<file path="src/rtl/icn_pkg.sv">
`default_nettype none

package icn_pkg;

	// register map, index = paddr[4:2]
	localparam logic [2:0] REG_WIDTH      = 3'd0;
	localparam logic [2:0] REG_HEIGHT     = 3'd1;
	localparam logic [2:0] REG_COEF_TOP   = 3'd2;
	localparam logic [2:0] REG_COEF_MID   = 3'd3;
	localparam logic [2:0] REG_COEF_BOT   = 3'd4;

	localparam logic [10:0] WIDTH_RESET  = 11'd640;
	localparam logic [12:0] HEIGHT_RESET = 13'd480;
	localparam logic [23:0] COEF_EDGE_RESET = 24'h010201;
	localparam logic [23:0] COEF_MID_RESET  = 24'h020402;

	localparam int PIXEL_BITS = 8;
	localparam int COEF_BITS  = 8;
	localparam int PROD_BITS  = PIXEL_BITS + COEF_BITS + 1;
	localparam int VALUE_BITS = 20;
	localparam int WEIGHT_BITS = 12;
	// magnitudes seen by the divider
	localparam int MAG_BITS  = VALUE_BITS - 1;
	localparam int WMAG_BITS = WEIGHT_BITS - 1;
	localparam int CNT_BITS  = $clog2(MAG_BITS);

	typedef enum logic [5:0] {
		ST_IDLE = 6'b000001,
		ST_READ = 6'b000010,
		ST_SUM  = 6'b000100,
		ST_NORM = 6'b001000,
		ST_DIV  = 6'b010000,
		ST_OUT  = 6'b100000
	} state_t;

	typedef struct packed {
		logic busy;
		logic done;
	} div_stat_t;

	function automatic logic signed [COEF_BITS-1:0] coef_at(input logic [23:0] row,
			input logic [1:0] kc);
		logic signed [COEF_BITS-1:0] c;
		case (kc)
			2'd0: c = signed'(row[7:0]);
			2'd1: c = signed'(row[15:8]);
			2'd2: c = signed'(row[23:16]);
			default: c = '0;
		endcase
		return c;
	endfunction

endpackage

`default_nettype wire

</file>
<file path="src/rtl/icn_div.sv">
`default_nettype none

module icn_div
	import icn_pkg::*;
(
	input  wire logic                  clk,
	input  wire logic                  arst_n,
	input  wire logic                  start,
	input  wire logic [MAG_BITS-1:0]   dividend,
	input  wire logic [WMAG_BITS-1:0]  divisor,
	output div_stat_t                  stat,
	output logic [MAG_BITS-1:0]        quotient
);

	logic                 busy_q;
	logic                 done_q;
	logic [CNT_BITS-1:0]  cnt_q;
	logic [WMAG_BITS-1:0] rem_q;
	logic [MAG_BITS-1:0]  quo_q;
	logic [WMAG_BITS-1:0] div_q;

	logic [WMAG_BITS:0]   trial;
	logic [WMAG_BITS:0]   diff;
	logic                 ge;
	logic [WMAG_BITS-1:0] rem_n;

	// restoring division, one quotient bit per cycle
	assign trial = {rem_q, quo_q[MAG_BITS-1]};
	assign diff  = trial - {1'b0, div_q};
	assign ge    = trial >= {1'b0, div_q};
	assign rem_n = ge ? diff[WMAG_BITS-1:0] : trial[WMAG_BITS-1:0];

	always_ff @(posedge clk or negedge arst_n) begin
		if (!arst_n) begin
			busy_q <= 1'b0;
			done_q <= 1'b0;
			cnt_q  <= '0;
		end else begin
			done_q <= 1'b0;
			if (start) begin
				busy_q <= 1'b1;
				cnt_q  <= CNT_BITS'(MAG_BITS - 1);
			end else if (busy_q) begin
				if (cnt_q == '0) begin
					busy_q <= 1'b0;
					done_q <= 1'b1;
				end else begin
					cnt_q <= cnt_q - 1'b1;
				end
			end
		end
	end

	always_ff @(posedge clk) begin
		if (start) begin
			rem_q <= '0;
			quo_q <= dividend;
			div_q <= divisor;
		end else if (busy_q) begin
			rem_q <= rem_n;
			quo_q <= {quo_q[MAG_BITS-2:0], ge};
		end
	end

	assign stat.busy = busy_q;
	assign stat.done = done_q;
	assign quotient  = quo_q;

endmodule

`default_nettype wire

</file>
<file path="config.mk">
export PLATFORM = sky130hd
export DESIGN_NAME = icn_div
export DESIGN_NICKNAME = d
export VERILOG_FILES = /design/src/rtl/icn_pkg.sv /design/src/rtl/icn_div.sv
export SDC_FILE = /design/constraint.sdc
export NUM_CORES = 1
export LEC_CHECK = 0
export BUFFER_PORTS_ARGS = -buffer_cell sky130_fd_sc_hd__buf_4
export CORE_MARGIN = 10
export CORE_UTILIZATION = 49
export CTS_CLUSTER_DIAMETER = 50
export DETAILED_ROUTE_END_ITERATION = 10
export HOLD_SLACK_MARGIN = 0.12
export PLACE_DENSITY = 0.75
export REMOVE_ABC_BUFFERS = 1
export SLEW_MARGIN = 20
export SYNTH_ARGS = -nofsm -noshare
export SYNTH_HDL_FRONTEND = slang
export SYNTH_SLANG_ARGS = --single-unit
</file>
<file path="constraint.sdc">
create_clock -name clk -period 2.35 [get_ports clk]
set_clock_uncertainty 0.05 [all_clocks]
set_input_delay 0 -clock clk [delete_from_list [all_inputs] [get_ports clk]]
set_output_delay 0 -clock clk [all_outputs]
set_load 0.03 [all_outputs]
</file>
==> Word level (Yosys, flattened, before mapping) <==
Index checks and enable logic that the tools add are counted.
{ "totals": {"ram_bits": 0, "memories": 0, "out_inout_bits": 21, "input_bits": 33, "regBits": 48, "word_cells": 25, "latchBits": 0, "rom_bits": 0} }
{ "op_classes": {"reduce_logical": 3, "n_shift": 0, "bitwise_logic": 0, "eq_ne": 1, "multipliers": 0, "div_mod_pow": 0, "add_sub_neg": 2, "magnitude_cmp": 1, "n_mux": 12} }
{ "ops": {"columns": ["op", "n"], "rows": [
  ["$mux 19", 2],
  ["$mux 5", 3],
  ["$ge 12x11->1", 1],
  ["$mux 11", 1],
  ["$sub 11x11->11", 1],
  ["$mux 1", 6],
  ["$logic_not 5->1", 1],
  ["$sub 5x1->5 const B", 1],
  ["$ne 2x2->1 const B", 1],
  ["$reduce_and 2->1", 1],
  ["$reduce_bool 2->1", 1]
]} }

==> Depth between registers and ports, before layout <==
{ "depth": {"word_depth": 4, "ltp_mapped": 10, "ltp_nobuf": 9} }

==> Worst setup path before layout <==
Ideal clock, no wire load.
{ "synth_timing": {"kind": "reg2reg", "start": "reg quo_q[18], in the netlist quotient[18]", "end": "reg rem_q[8]", "period_less_slack_ns": 2.506, "slack_ns": -0.156, "setup_time_ns": 0.136, "n_path_buf": 1, "arrival_time_ns": 2.320, "t_required_ns": 2.164, "stages_incl_launch_ff": 11, "cell_sequence": "edfxtp_1 inv_1 ha_1 fa_1 nor2b_1 o31a_1 o21ai_4 o21ai_4 buf_8 mux2i_1 a211oi_2"} }
{ "synth_between": {"elab_chain_cells": 2, "word_cells_on_any_way": 3, "cone_classes": "1 x add/sub; 1 x order compare; 1 x mux"} }
{ "synth_lines": {"columns": ["element", "line", "text"], "rows": [
  ["start: declaration", "icn_div.sv:19", "logic [MAG_BITS-1:0] quo_q;"],
  ["start signal: assignment", "icn_div.sv:57", "quo_q <= dividend;"],
  ["start signal: assignment", "icn_div.sv:61", "quo_q <= {quo_q[MAG_BITS-2:0], ge};"],
  ["$sub 11x11->11 / $ge 12x11->1 (equally long branches)", "icn_div.sv:29, icn_div.sv:30", null],
  ["$mux 11 (*)", "icn_div.sv:31", "assign rem_n = ge ? diff[WMAG_BITS-1:0] : trial[WMAG_BITS-1:0];"],
  ["end signal: assignment", "icn_div.sv:60", "rem_q <= rem_n;"],
  ["end: declaration", "icn_div.sv:18", "logic [WMAG_BITS-1:0] rem_q;"]
]} }
Every way passes the cells marked *; elsewhere a longest branch is shown, timed or not.
A chain may end at the register's enable or synchronous reset.

==> Final worst setup path <==
{ "layout_timing": {"start": "reg div_q[1]", "end": "reg rem_q[9]"} }
{ "layout_between": {"elab_chain_cells": 2, "word_cells_on_any_way": 3, "cone_classes": "1 x add/sub; 1 x order compare; 1 x mux"} }
{ "layout_lines": {"columns": ["element", "line", "text"], "rows": [
  ["start: declaration", "icn_div.sv:20", "logic [WMAG_BITS-1:0] div_q;"],
  ["start signal: assignment", "icn_div.sv:58", "div_q <= divisor;"],
  ["$sub 11x11->11 / $ge 12x11->1 (equally long branches)", "icn_div.sv:29, icn_div.sv:30", null],
  ["$mux 11 (*)", "icn_div.sv:31", null]
]} }
Marks and branches as above.

==> key figures <==
Outcome
  • Status: finished clean

STA
  • Measured slew at the worst slew-check pin: 413 ps
  • Fmax: 440 MHz
  • Rel. slew slack: 0.721
  • Crit path time final: about 2300 ps
  • Setup-failing EPs final: 0
  • Slew Viols, Final: 0
  • Final period util: 0.967
  • Final hold viol count: 0

Power and ir drop
  • Peak supply drop: approximately 0.53 mV
  • Total design power: 3.47 mW
  • Pwr per Cell Area: 969 nW/µm²
  • P_leak: between 1.5 and 2 nW

Logic synthesis
  • Top FF cell, synth: edfxtp_1
  • Syn Std Cell Area: around 2600 µm²
  • Synthesized area per cell: roughly 12 µm²
  • Yosys synthesis warning count: 0
  • FFs w/ async S/R, synth: 0.146
  • Yosys cell types: between 40 and 50
  • Yosys reg bits: 48
  • Syn Inst Count: approximately 220
  • Sequential element share of the synthesized area: 0.505
  • Number of flops mapped to enable cells by yosys: 30

Worst setup path
  • Setup crit start: div_q[1]
  • WP data arrival: approximately 2400 ps
  • Critical path class: flop to flop
  • Req. time, crit path: roughly 2500 ps
  • Type of element launching the critical path: flop
  • Crit-path max cell delay: around 410 ps
  • CP Max Fanout: 3
  • Worst r2r src: div_q[1]
  • Crit path capture type: flop
  • Crit path max-delay family: compound AO/OA/AOI/OAI gates
  • Slowest CP cell: edfxtp_1
  • Worst path buffer plus inverter count: 2
  • Worst-path cell chain: inv_1 -> ha_1 -> nor2b_1 -> o31a_1 -> o21ai_0 -> buf_4 -> and4bb_2 -> o31ai_1 -> a311oi_1

Layout
  • Inserted Diodes: 0
  • Non-filler cells in the finished layout: 388
  • Commonest non-fill, non-tap cells in the layout: buf_4, dlygate4sd3_1, edfxtp_1, nor2_1
  • Final core utilization: 0.701
  • Commonest non-fill, non-tap cell in the layout: buf_4
  • Nets: approximately 360
  • Area growth syn-to-layout: 39.5%
  • Layout cell share with drive strength beyond 1: 0.327
  • Fill cells: 391

Clock network
  • CTS H-tree depth: 2
  • CTS tree: yes
  • Clock sinks: 48
  • Clock latency on the worst-skew pair: between 300 and 400 ps
  • Clk buf depth: 2
  • CTS buffer count: 5
  • Clock transition at path regs: about 90 ps
  • CTS root buf: clkbuf_8

GRT
  • Global route overflow: 0
  • Vias in the first global route: approximately 2100
  • Tot GR Track Use: 0.145
  • Pin count of the biggest net entering global routing: 26
  • First-pass GRT wire length: 10200 µm
  • Initial antenna violation count: 0

Drt
  • Pre-antenna DRT Iters: 4
  • DRT antenna net count: 0
  • Wire per inst: ~16 µm
  • DR iter-0 viols: 111
  • DRC: 0
  • Vias: 2019
  • Vias per cell: between 5 and 6
  • Total routed wirelength: between 6000 and 7000 µm

Floorplanning
  • Core area: 5110 µm²
  • Die Y: approximately 90 µm
  • Initial Util: 0.503
  • # IOs: between 50 and 60
  • Die Span X: 92.4 µm
  • Core Rows: 26
  • Die area: between 8000 and 9000 µm²

Hold path
  • HP Class: input port to flop
  • Hold_sp: divisor[6]

Placed design
  • Placed cell count: approximately 340
  • RePlAce Congestion: roughly 0.84
  • # port buffers: 53
  • Dpl hpwl: ~4200 µm

Job
  • Max-cap viol count: 0
per-layer routing:
| layer | track usage | share of wire | vias up | wire length (µm) |
|---|---|---|---|---|
| met3 | 0.0662 | 0.076 | 6 | 465 |
| met2 | 0.244 | 0.50 | 40 | 3020 |
| met5 | 0 | 0 | - | 0 |
| met1 | 0.164 | 0.42 | 973 | 2550 |
| met4 | 0.0386 | 0.0094 | 0 | 57 |
| li1 | - | - | 1000 | - |
registers in the layout, summed over array words and instances (netlist names):
| register | count |
|---|---|
| done_q | 1 |
| rem_q | 11 |
| quotient | 19 |
| div_q | 11 |
| busy_q | 1 |
| cnt_q | 5 |
final cells by class:
cell class,count,area [µm²],area share
sequential,48,1300,0.362
multi-input combinational,146,1170,0.327
timing repair buffer,97,818,0.228
tap,70,87.6,0.0244
inverter,19,71.3,0.0199
clock buffer,5,68.8,0.0192
clock inverter,3,68.8,0.0192
final timing paths:
path	endpoint	cells past startpoint	slack, ps
setup / recovery	rem_q[9]	9	80
hold / removal	div_q[6]	2	360
setup reg to reg	rem_q[9]	9	80
hold reg to reg	rem_q[10]	2	460
max in group asynchronous	busy_q	3	1430
min in group asynchronous	cnt_q[1]	3	580
stage by stage:
| step | worst slack [ps] | TNS (ps) | cell area (µm²) | hold WS (ps) |
|---|---|---|---|---|
| after CTS | 18.0 | 0 | 3540 | 346 |
| final | 77.2 | 0 | 3580 | 359 |
| after global routing | -14.2 | -14.9 | 3580 | 342 |
| after detailed placement | 9.67 | 0 | 3060 | -233 |
| after global placement | 110 | 0 | 3060 | -234 |
| after floorplan | -159 | -1170 | 2520 | -346 |
power breakdown:
part           switching (mW)  internal [mW]  total, mW  leakage [nW]
combinational           0.803          0.745       1.55         0.998
clock                   0.301          0.428      0.729        0.0687
sequential              0.116           1.08       1.19         0.482
cell families (layout without fill, tap and decap cells):
kind of cell,after synthesis,count (layout),synth area share
muxes,25,25,0.107
xor gates and xnor gates,8,8,0.0273
and+or+nand+nor,58,58,0.126
DFF,48,48,0.505
adders and majority gates,14,14,0.0711
AOI/OAI and AO/OA,41,41,0.116
buffers and inverters,28,124,0.0482
cells in the mapped netlist, types with 7 or more instances:
master     n  share of area
edfxtp_1  30           0.35
a21oi_1    7          0.014
o21ai_0    7          0.014
ha_1      13          0.063
mux2_2    19          0.083
dfrtp_1    7          0.068
nand3_1    8          0.016
nor2_1    20          0.029
dfxtp_1   11          0.086
inv_1     19          0.028
nand2_1   10          0.015
what timing repair did:
action                                  4_1_cts  5_1_grt
hold buffers                                 33        0
endpoints found under the setup margin        1       11
endpoints found under the hold margin        42        0
pin swaps                                     1        3
gates resized for setup                       0        8
setup buffers                                 1        2
No activity file was read; power rests on OpenSTA's default activity.
